--- src/hw/rtl/ddsl_pkg.sv ---
`default_nettype none
// ----------------------------------------------------------------------------
// ddsl_pkg
// Types, codes and constants shared by the wheel speed limiter modules.
// ----------------------------------------------------------------------------
package ddsl_pkg;

  localparam int unsigned DataW    = 32;
  localparam int unsigned RegW     = 31;
  localparam int unsigned ProdW    = 62;
  localparam int unsigned QShift   = 16;
  localparam int unsigned CfgIdxW  = 3;
  localparam int unsigned DivSteps = 31;
  localparam int unsigned DivCntW  = $clog2(DivSteps);

  localparam logic [CfgIdxW-1:0] CFG_GAIN      = 3'd0;
  localparam logic [CfgIdxW-1:0] CFG_HALF_TRACK = 3'd1;
  localparam logic [CfgIdxW-1:0] CFG_INV_RADIUS = 3'd2;
  localparam logic [CfgIdxW-1:0] CFG_LIMIT     = 3'd3;

  localparam logic [RegW-1:0] GainReset      = 31'd65536;
  localparam logic [RegW-1:0] HalfTrackReset = 31'd0;
  localparam logic [RegW-1:0] InvRadiusReset = 31'd1310720;
  localparam logic [RegW-1:0] LimitReset     = 31'd327680;

  localparam logic signed [DataW-1:0] S32Max = 32'sh7FFF_FFFF;
  localparam logic signed [DataW-1:0] S32Min = 32'sh8000_0000;

  typedef enum logic [1:0] {
    OP_TWIST = 2'd0,
    OP_LEFT  = 2'd1,
    OP_RIGHT = 2'd2,
    OP_TICK  = 2'd3
  } opcode_t;

  typedef struct packed {
    logic [1:0]              opcode;
    logic signed [DataW-1:0] linear_velocity;
    logic signed [DataW-1:0] angular_velocity;
    logic signed [DataW-1:0] wheel_setpoint;
  } in_item_t;

  typedef struct packed {
    logic signed [DataW-1:0] left_wheel_speed;
    logic signed [DataW-1:0] right_wheel_speed;
    logic                    was_scaled;
  } out_item_t;

  typedef struct packed {
    logic busy;
    logic done;
  } div_stat_t;

  typedef enum logic [4:0] {
    ST_IDLE,
    ST_TW_V,
    ST_TW_W,
    ST_TW_WC,
    ST_TW_T,
    ST_TW_TW,
    ST_TW_ADD,
    ST_TW_L,
    ST_TW_R,
    ST_TW_LC,
    ST_TW_RC,
    ST_TK_MAG,
    ST_TK_CMP,
    ST_TK_ML,
    ST_TK_DSL,
    ST_TK_DWL,
    ST_TK_MR,
    ST_TK_DSR,
    ST_TK_DWR,
    ST_TK_OUT
  } state_t;

endpackage
`default_nettype wire

--- src/hw/rtl/diff_drive_wheel_speed_limiter.sv ---
`default_nettype none
// ----------------------------------------------------------------------------
// diff_drive_wheel_speed_limiter
// Twist to wheel setpoints, single-wheel writes and limit-scaled tick output.
// Set-wheel beats are taken back to back. A twist or tick beat holds off
// further input until the sequencer returns to idle; a scaled tick runs two
// 31-step divisions on the bit-serial divider, and a tick also waits for a
// full output register. Twist and tick steps take turns on the shared
// multiplier. A finished result waits in the output register while later
// non-tick beats are taken.
// Reset: synchronous; configuration registers return to defaults, setpoints to zero.
// ----------------------------------------------------------------------------
module diff_drive_wheel_speed_limiter
  import ddsl_pkg::*;
(
  input  wire logic               clk,
  input  wire logic               rst,
  input  wire logic               in_valid,
  output logic                    in_ready,
  input  wire in_item_t           in_data,
  output logic                    out_valid,
  input  wire logic               out_ready,
  output out_item_t               out_data,
  input  wire logic               cfg_wr_en,
  input  wire logic [CfgIdxW-1:0] cfg_index,
  input  wire logic [RegW-1:0]    cfg_data
);

  state_t state, state_next;

  logic [RegW-1:0] velocity_gain;
  logic [RegW-1:0] half_track_width;
  logic [RegW-1:0] inverse_wheel_radius;
  logic [RegW-1:0] speed_limit;

  logic signed [DataW-1:0] left_setpoint;
  logic signed [DataW-1:0] right_setpoint;
  logic signed [DataW-1:0] lin_r, ang_r;
  logic signed [DataW-1:0] v_r, ld_r, rs_r;
  logic [DataW-1:0]        mag_r;
  logic                    scaled_r;

  logic                    mul_issue;
  logic signed [DataW-1:0] mul_a;
  logic [RegW-1:0]         mul_b;
  logic [ProdW-1:0]        mul_prod;
  logic signed [DataW-1:0] mul_q;

  logic            div_start;
  div_stat_t       div_stat;
  logic [RegW-1:0] div_quo;

  logic accept;
  logic out_load;

  logic [DataW-1:0]     abs_l, abs_r;
  logic signed [DataW:0] dsum, ddif;
  logic signed [DataW-1:0] dsum_sat, ddif_sat;
  logic signed [DataW-1:0] quo_pos, quo_neg;

  assign in_ready = (state == ST_IDLE);
  assign accept   = in_valid && in_ready;

  assign abs_l = left_setpoint[DataW-1] ? (~left_setpoint + 1'b1) : left_setpoint;
  assign abs_r = right_setpoint[DataW-1] ? (~right_setpoint + 1'b1) : right_setpoint;

  assign dsum = {v_r[DataW-1], v_r} + {mul_q[DataW-1], mul_q};
  assign ddif = {v_r[DataW-1], v_r} - {mul_q[DataW-1], mul_q};

  always_comb begin
    if (dsum[DataW] != dsum[DataW-1]) dsum_sat = dsum[DataW] ? S32Min : S32Max;
    else dsum_sat = dsum[DataW-1:0];
    if (ddif[DataW] != ddif[DataW-1]) ddif_sat = ddif[DataW] ? S32Min : S32Max;
    else ddif_sat = ddif[DataW-1:0];
  end

  assign quo_pos = {1'b0, div_quo};
  assign quo_neg = ~quo_pos + 1'b1;

  ddsl_qmul u_qmul (
    .clk   (clk),
    .issue (mul_issue),
    .a     (mul_a),
    .b     (mul_b),
    .prod  (mul_prod),
    .q     (mul_q)
  );

  ddsl_div u_div (
    .clk      (clk),
    .rst      (rst),
    .start    (div_start),
    .dividend (mul_prod),
    .divisor  (mag_r),
    .stat     (div_stat),
    .quotient (div_quo)
  );

  always_ff @(posedge clk) begin
    if (rst) state <= ST_IDLE;
    else state <= state_next;
  end

  always_comb begin
    state_next = state;
    mul_issue  = 1'b0;
    mul_a      = lin_r;
    mul_b      = velocity_gain;
    div_start  = 1'b0;
    out_load   = 1'b0;
    unique case (state)
      ST_IDLE: begin
        if (accept) begin
          if (in_data.opcode == OP_TWIST) state_next = ST_TW_V;
          else if (in_data.opcode == OP_TICK) state_next = ST_TK_MAG;
        end
      end
      ST_TW_V: begin
        mul_issue  = 1'b1;
        state_next = ST_TW_W;
      end
      ST_TW_W: begin
        mul_issue  = 1'b1;
        mul_a      = ang_r;
        state_next = ST_TW_WC;
      end
      ST_TW_WC: state_next = ST_TW_T;
      ST_TW_T: begin
        mul_issue  = 1'b1;
        mul_a      = mul_q;
        mul_b      = half_track_width;
        state_next = ST_TW_TW;
      end
      ST_TW_TW:  state_next = ST_TW_ADD;
      ST_TW_ADD: state_next = ST_TW_L;
      ST_TW_L: begin
        mul_issue  = 1'b1;
        mul_a      = ld_r;
        mul_b      = inverse_wheel_radius;
        state_next = ST_TW_R;
      end
      ST_TW_R: begin
        mul_issue  = 1'b1;
        mul_a      = rs_r;
        mul_b      = inverse_wheel_radius;
        state_next = ST_TW_LC;
      end
      ST_TW_LC:  state_next = ST_TW_RC;
      ST_TW_RC:  state_next = ST_IDLE;
      ST_TK_MAG: state_next = ST_TK_CMP;
      ST_TK_CMP: begin
        if (mag_r > {1'b0, speed_limit}) state_next = ST_TK_ML;
        else state_next = ST_TK_OUT;
      end
      ST_TK_ML: begin
        mul_issue  = 1'b1;
        mul_a      = left_setpoint;
        mul_b      = speed_limit;
        state_next = ST_TK_DSL;
      end
      ST_TK_DSL: begin
        div_start  = 1'b1;
        state_next = ST_TK_DWL;
      end
      ST_TK_DWL: begin
        if (div_stat.done) state_next = ST_TK_MR;
      end
      ST_TK_MR: begin
        mul_issue  = 1'b1;
        mul_a      = right_setpoint;
        mul_b      = speed_limit;
        state_next = ST_TK_DSR;
      end
      ST_TK_DSR: begin
        div_start  = 1'b1;
        state_next = ST_TK_DWR;
      end
      ST_TK_DWR: begin
        if (div_stat.done) state_next = ST_TK_OUT;
      end
      ST_TK_OUT: begin
        if (!out_valid || out_ready) begin
          out_load   = 1'b1;
          state_next = ST_IDLE;
        end
      end
      default: state_next = ST_IDLE;
    endcase
  end

  // configuration registers
  always_ff @(posedge clk) begin
    if (rst) begin
      velocity_gain        <= GainReset;
      half_track_width     <= HalfTrackReset;
      inverse_wheel_radius <= InvRadiusReset;
      speed_limit          <= LimitReset;
    end else if (cfg_wr_en) begin
      unique case (cfg_index)
        CFG_GAIN:       velocity_gain        <= cfg_data;
        CFG_HALF_TRACK: half_track_width     <= cfg_data;
        CFG_INV_RADIUS: inverse_wheel_radius <= cfg_data;
        CFG_LIMIT:      speed_limit          <= cfg_data;
        default: ;
      endcase
    end
  end

  // setpoint state
  always_ff @(posedge clk) begin
    if (rst) begin
      left_setpoint  <= '0;
      right_setpoint <= '0;
    end else begin
      if (accept && in_data.opcode == OP_LEFT) left_setpoint <= in_data.wheel_setpoint;
      if (accept && in_data.opcode == OP_RIGHT) right_setpoint <= in_data.wheel_setpoint;
      if (state == ST_TW_LC) left_setpoint <= (mul_q == S32Min) ? S32Max : -mul_q;
      if (state == ST_TW_RC) right_setpoint <= mul_q;
      if (state == ST_TK_DWL && div_stat.done)
        left_setpoint <= left_setpoint[DataW-1] ? quo_neg : quo_pos;
      if (state == ST_TK_DWR && div_stat.done)
        right_setpoint <= right_setpoint[DataW-1] ? quo_neg : quo_pos;
    end
  end

  // working registers
  always_ff @(posedge clk) begin
    if (accept) begin
      lin_r <= in_data.linear_velocity;
      ang_r <= in_data.angular_velocity;
    end
    if (state == ST_TW_WC) v_r <= mul_q;
    if (state == ST_TW_ADD) begin
      ld_r <= ddif_sat;
      rs_r <= dsum_sat;
    end
    if (state == ST_TK_MAG) mag_r <= (abs_l > abs_r) ? abs_l : abs_r;
    if (state == ST_TK_CMP) scaled_r <= (mag_r > {1'b0, speed_limit});
  end

  // output register
  always_ff @(posedge clk) begin
    if (rst) begin
      out_valid <= 1'b0;
    end else if (out_load) begin
      out_valid <= 1'b1;
    end else if (out_ready) begin
      out_valid <= 1'b0;
    end
  end

  always_ff @(posedge clk) begin
    if (out_load) begin
      out_data.left_wheel_speed  <= left_setpoint;
      out_data.right_wheel_speed <= right_setpoint;
      out_data.was_scaled        <= scaled_r;
    end
  end

  a_no_div_restart: assert property (@(posedge clk) disable iff (rst)
    div_start |-> !div_stat.busy)
    else $error("divider started while busy");

  a_tick_enters_mag: assert property (@(posedge clk) disable iff (rst)
    (accept && in_data.opcode == OP_TICK) |=> (state == ST_TK_MAG))
    else $error("tick beat did not start limit check");

  a_pending_result_kept: assert property (@(posedge clk) disable iff (rst)
    (state == ST_TK_OUT && out_valid && !out_ready) |=> (state == ST_TK_OUT && out_valid))
    else $error("pending result overwritten");

  a_hold_while_busy: assert property (@(posedge clk) disable iff (rst)
    (state != ST_IDLE) |-> !in_ready)
    else $error("input taken while sequencer busy");

endmodule
`default_nettype wire

--- src/hw/rtl/ddsl_qmul.sv ---
`default_nettype none
// ----------------------------------------------------------------------------
// ddsl_qmul
// Shared Q16.16 multiplier: signed 32-bit operand times unsigned 31-bit
// operand. Raw magnitude product registered in the cycle after issue,
// saturated Q16.16 result in the cycle after that.
// ----------------------------------------------------------------------------
module ddsl_qmul
  import ddsl_pkg::*;
(
  input  wire logic                    clk,
  input  wire logic                    issue,
  input  wire logic signed [DataW-1:0] a,
  input  wire logic [RegW-1:0]         b,
  output logic [ProdW-1:0]             prod,
  output logic signed [DataW-1:0]      q
);

  localparam int unsigned ShW = ProdW - QShift;

  logic [DataW-1:0]      a_mag;
  logic [DataW+RegW-1:0] full;
  logic                  neg;
  logic [ShW-1:0]        sh;
  logic signed [DataW-1:0] q_next;

  assign a_mag = a[DataW-1] ? (~a + 1'b1) : a;
  assign full  = a_mag * b;
  assign sh    = prod[ProdW-1:QShift];

  always_comb begin
    if (!neg) begin
      if (sh > ShW'(S32Max)) q_next = S32Max;
      else q_next = sh[DataW-1:0];
    end else begin
      // magnitude up to 2^31 still fits as a negative value
      if (sh > ShW'({1'b0, S32Min})) q_next = S32Min;
      else q_next = ~sh[DataW-1:0] + 1'b1;
    end
  end

  always_ff @(posedge clk) begin
    if (issue) begin
      prod <= full[ProdW-1:0];
      neg  <= a[DataW-1];
    end
    q <= q_next;
  end

endmodule
`default_nettype wire

--- src/hw/rtl/ddsl_div.sv ---
`default_nettype none
// ----------------------------------------------------------------------------
// ddsl_div
// Restoring divider, one quotient bit per cycle. The caller guarantees the
// quotient fits in 31 bits (dividend < divisor * 2^31).
// ----------------------------------------------------------------------------
module ddsl_div
  import ddsl_pkg::*;
(
  input  wire logic             clk,
  input  wire logic             rst,
  input  wire logic             start,
  input  wire logic [ProdW-1:0] dividend,
  input  wire logic [DataW-1:0] divisor,
  output div_stat_t             stat,
  output logic [RegW-1:0]       quotient
);

  localparam int unsigned LoW = ProdW - RegW;
  localparam logic [DivCntW-1:0] LastStep = DivCntW'(DivSteps - 1);

  logic               busy;
  logic               done;
  logic [DivCntW-1:0] cnt;
  logic [RegW-1:0]    rem;
  logic [LoW-1:0]     lo;
  logic [DataW-1:0]   dvs;
  logic [DataW-1:0]   trial;
  logic               ge;
  logic [DataW-1:0]   diff;

  assign trial = {rem, lo[LoW-1]};
  assign ge    = trial >= dvs;
  assign diff  = trial - dvs;

  always_ff @(posedge clk) begin
    if (rst) begin
      busy <= 1'b0;
      done <= 1'b0;
      cnt  <= '0;
    end else begin
      done <= 1'b0;
      if (start) begin
        busy <= 1'b1;
        cnt  <= '0;
      end else if (busy) begin
        cnt <= cnt + 1'b1;
        if (cnt == LastStep) begin
          busy <= 1'b0;
          done <= 1'b1;
        end
      end
    end
  end

  always_ff @(posedge clk) begin
    if (start) begin
      rem <= dividend[ProdW-1:LoW];
      lo  <= dividend[LoW-1:0];
      dvs <= divisor;
    end else if (busy) begin
      // remainder stays below the divisor, so 31 bits hold it
      rem      <= ge ? diff[RegW-1:0] : trial[RegW-1:0];
      lo       <= {lo[LoW-2:0], 1'b0};
      quotient <= {quotient[RegW-2:0], ge};
    end
  end

  assign stat = '{busy: busy, done: done};

endmodule
`default_nettype wire
--- config.mk ---
export PLATFORM = sky130hd
export DESIGN_NAME = diff_drive_wheel_speed_limiter
export DESIGN_NICKNAME = d
export VERILOG_FILES = /design/src/hw/rtl/ddsl_pkg.sv /design/src/hw/rtl/diff_drive_wheel_speed_limiter.sv /design/src/hw/rtl/ddsl_qmul.sv /design/src/hw/rtl/ddsl_div.sv
export SDC_FILE = /design/constraint.sdc
export NUM_CORES = 2
export LEC_CHECK = 0
export BUFFER_PORTS_ARGS = -buffer_cell sky130_fd_sc_hd__clkbuf_2
export CAP_MARGIN = 20
export CORE_UTILIZATION = 30
export DETAILED_ROUTE_END_ITERATION = 8
export GPL_ROUTABILITY_DRIVEN = 0
export SLEW_MARGIN = 10
export SYNTH_ARGS = -nofsm -noshare
export SYNTH_HDL_FRONTEND = slang
export SYNTH_SLANG_ARGS = --single-unit
--- constraint.sdc ---
create_clock -name clk -period 13.7 [get_ports clk]
set_input_delay 1.37 -clock clk [delete_from_list [all_inputs] [get_ports clk]]
set_output_delay 1.37 -clock clk [all_outputs]
set_load 0.05 [all_outputs]
==> flow_summary.json <==
{
  "worstHoldStart": "half_track_width[22]$_SDFFE_PP0P_",
  "r2r_cells": 38,
  "cts_sinks": 679,
  "num_rows": 175,
  "dieHeight_um": 480,
  "max_freq_mhz": 76.7,
  "regToRegSetupSlack_ns": 0.66,
  "drc": 0,
  "fin_crit_ns": 13.04,
  "min_to": "half_track_width[22]$_SDFFE_PP0P_",
  "place_inst": 10500,
  "dieWidth_um": 480,
  "dr_total_vias": 57400,
  "crit_type": "reg2reg",
  "clockBufferDepth": 3,
  "timing.rr.end": "u_qmul.prod[60]$_DFFE_PP_",
  "slew_headroom": 0.160,
  "first_iter_violations": 6681,
  "worst_pin_slew_ns": 1.24,
  "synth_ff_type": "edfxtp_1",
  "arrival_ns": 13.48,
  "h-tree-depth": 3,
  "drt_pass1_iterations": 7,
  "finalHoldViolCount": 0,
  "synth.most_common_cell": "nand2_1",
  "cts_tree": "yes",
  "ioPinCount": 204,
  "ys_ff_latch": 679,
  "gr-total-overflow": 0,
  "maxCapViolCount": 0,
  "critical_path_depth": 38,
  "fin_nets": 8946,
  "end_kind": "flop",
  "setup_tns_ns": 0,
  "synth_area_mm2": 0.0686,
  "final-max-slew-violation-count": 0,
  "ys_types": 100,
  "synth_warnings": 0,
  "die_area_mm2": 0.230,
  "portBuffers": 203,
  "synth.area.top_cells": "fa_1, edfxtp_1, ha_1, dfxtp_1, nand2_1",
  "min-delay-path-class": "reg2reg",
  "wl_per_cell_um": 24.1,
  "cpPeakStageDelay_ns": 0.72,
  "synthCells": 7460,
  "fill_cells": 23300,
  "synth_area_per_cell_um2": 9.19,
  "ant_nets": 0,
  "grt_pass1_wl_um": 374000,
  "final_core_util": 0.335,
  "finalSetupViolCount": 0,
  "dp_hpwl_um": 200000,
  "synth_edf_count": 446,
  "synth_commonest_cells": "nand2_1, inv_1, fa_1, nor2_1, edfxtp_1",
  "antenna_found_initial": 22,
  "yosysSeqAreaShare": 0.263,
  "crit_top_cell": "fa_1",
  "clk_pin_slew_ns": 0.07,
  "synth_top_area_share": 0.253,
  "syn_nets": 8882,
  "cts_setup_buffers": 0,
  "insertion_delay_ns": 0.71,
  "cpMaxStageDelayCell": "dfxtp_1",
  "via_per_inst": 5.41,
  "ctsRootBufferMaster": "clkbuf_16",
  "min_period_over_period": 0.952,
  "r2r_start": "state[4]$_SDFFE_PP0P_",
  "initial_core_util": 0.302,
  "final_cells": 10600,
  "grt.total_usage": 0.218,
  "hold_path_depth": 2,
  "hold_buffers": 0,
  "synthArstFlopShare": 0,
  "path_max_fanout": 18,
  "yosysTopAreaCell": "fa_1",
  "startpoint_type": "flop",
  "layout-drive-gt1-share": 0.0852,
  "status": "completed",
  "numCtsBuffers": 73,
  "path_delay_family": "adder cells",
  "grt_pass1_vias": 57100,
  "fin_skew_ns": 0.0885,
  "grt_max_degree": 126,
  "core-area_mm2": 0.227,
  "rsz0062_at_grt": "no",
  "cp_data_required_time_ns": 14.14,
  "critPathBufInv": 8,
  "area_growth_syn_to_layout_pct": 11.1,
  "wl_um": 255000
}
[cell usage in the layout, fill, tap and decap left out, types with 31 or more instances in the layout]
master     instances
o21a_1            54
nand2_1         1129
nor3_1            86
a21oi_1          332
a22oi_1           60
o22ai_1           31
clkbuf_16         76
inv_1           1036
nand3_1           80
xnor2_1          191
buf_4            184
edfxtp_1         446
a21o_1            84
o21ai_0          208
clkbuf_2         203
nor2b_1           42
xor2_1           130
ha_1             417
a211oi_1          77
nand2b_1          39
fa_1             868
dfxtp_1          231
nand4_1           46
or3_1             53
o211ai_1          57
and2_1            40
mux2i_1           60
nor2_1           692
[sequential cells by signal, summed over array words and instances (netlist names), 5 cells and up]
register / flops
u_div.cnt: 5
rs_r: 32
lin_r: 32
ang_r: 32
v_r: 32
mag_r: 32
velocity_gain: 31
u_div.dvs: 32
u_div.lo: 31
u_qmul.prod: 62
speed_limit: 31
ld_r: 32
inverse_wheel_radius: 31
u_div.rem: 31
half_track_width: 31
u_div.quotient: 31
left_setpoint: 32
out_data: 65
state: 5
right_setpoint: 32
u_qmul.q: 32
[what timing repair did]
item | 4_1_cts | 5_1_grt
endpoints found under the setup margin | 0 | 2
resized for setup | 0 | 1
hold endpoints to repair | 0 | 0
[per-stage QoR]
stage	instance area, um2	hold WS (ns)	worst slack [ns]
finish	76100	0.455	0.661
global route	76100	0.446	0.153
CTS	76100	0.442	0.672
detailed placement	73600	0.446	0.726
global placement	73600	0.441	1.01
floorplan	68600	0.400	2.41
[cell families after synthesis]
family / synth area share
muxes: 0.00923
AOI/OAI and AO/OA: 0.122
adders and majority gates: 0.332
and+or+nand+nor: 0.150
buffers and inverters: 0.0799
DFF: 0.263
xor gates and xnor gates: 0.0443
[metal layers]
layer	wire [um]	global-route usage	part of all wire	vias up
met3	27500	0.0536	0.11	687
met1	101000	0.287	0.40	28800
li1	-	-	-	24600
met5	96	0	0.00038	-
met2	111000	0.330	0.43	3232
met4	15600	0.115	0.061	14
[worst reg2reg max path: cells and delay by family (launching register included)]
kind	cells	cell delay, ns
and+or+nand+nor	7	2.35
DFF	1	0.72
adders and majority gates	10	4.69
xor gates and xnor gates	2	0.29
buffers and inverters	8	1.18
AOI/OAI and AO/OA	11	3.54
[area by class of cell]
| class | count | area (um2) | share of cell area |
|---|---|---|---|
| diodes | 12 | 30.0 | 0.000394 |
| clock buffers | 104 | 2080 | 0.0273 |
| clock inverters | 31 | 400 | 0.00526 |
| inverters | 1039 | 3900 | 0.0512 |
| multi-input cells | 5338 | 45400 | 0.597 |
| flip-flops and latches | 679 | 18100 | 0.237 |
| well taps | 3009 | 3760 | 0.0494 |
| repair buffers | 393 | 2460 | 0.0323 |
[worst max-delay path by stage]
stage / startpoint / endpoint
after floorplan: state[2]$_SDFFE_PP0P_ / u_qmul.prod[60]$_DFFE_PP_
after CTS: state[4]$_SDFFE_PP0P_ / u_qmul.prod[60]$_DFFE_PP_
final: state[4]$_SDFFE_PP0P_ / u_qmul.prod[60]$_DFFE_PP_
after global placement: state[4]$_SDFFE_PP0P_ / u_qmul.prod[60]$_DFFE_PP_
after global routing: state[4]$_SDFFE_PP0P_ / u_qmul.prod[60]$_DFFE_PP_
after detailed placement: state[4]$_SDFFE_PP0P_ / u_qmul.prod[60]$_DFFE_PP_
Power is left out: the tool's default activity adds up to more than one toggle a clock period on the data nets, which glitch-free logic cannot reach.
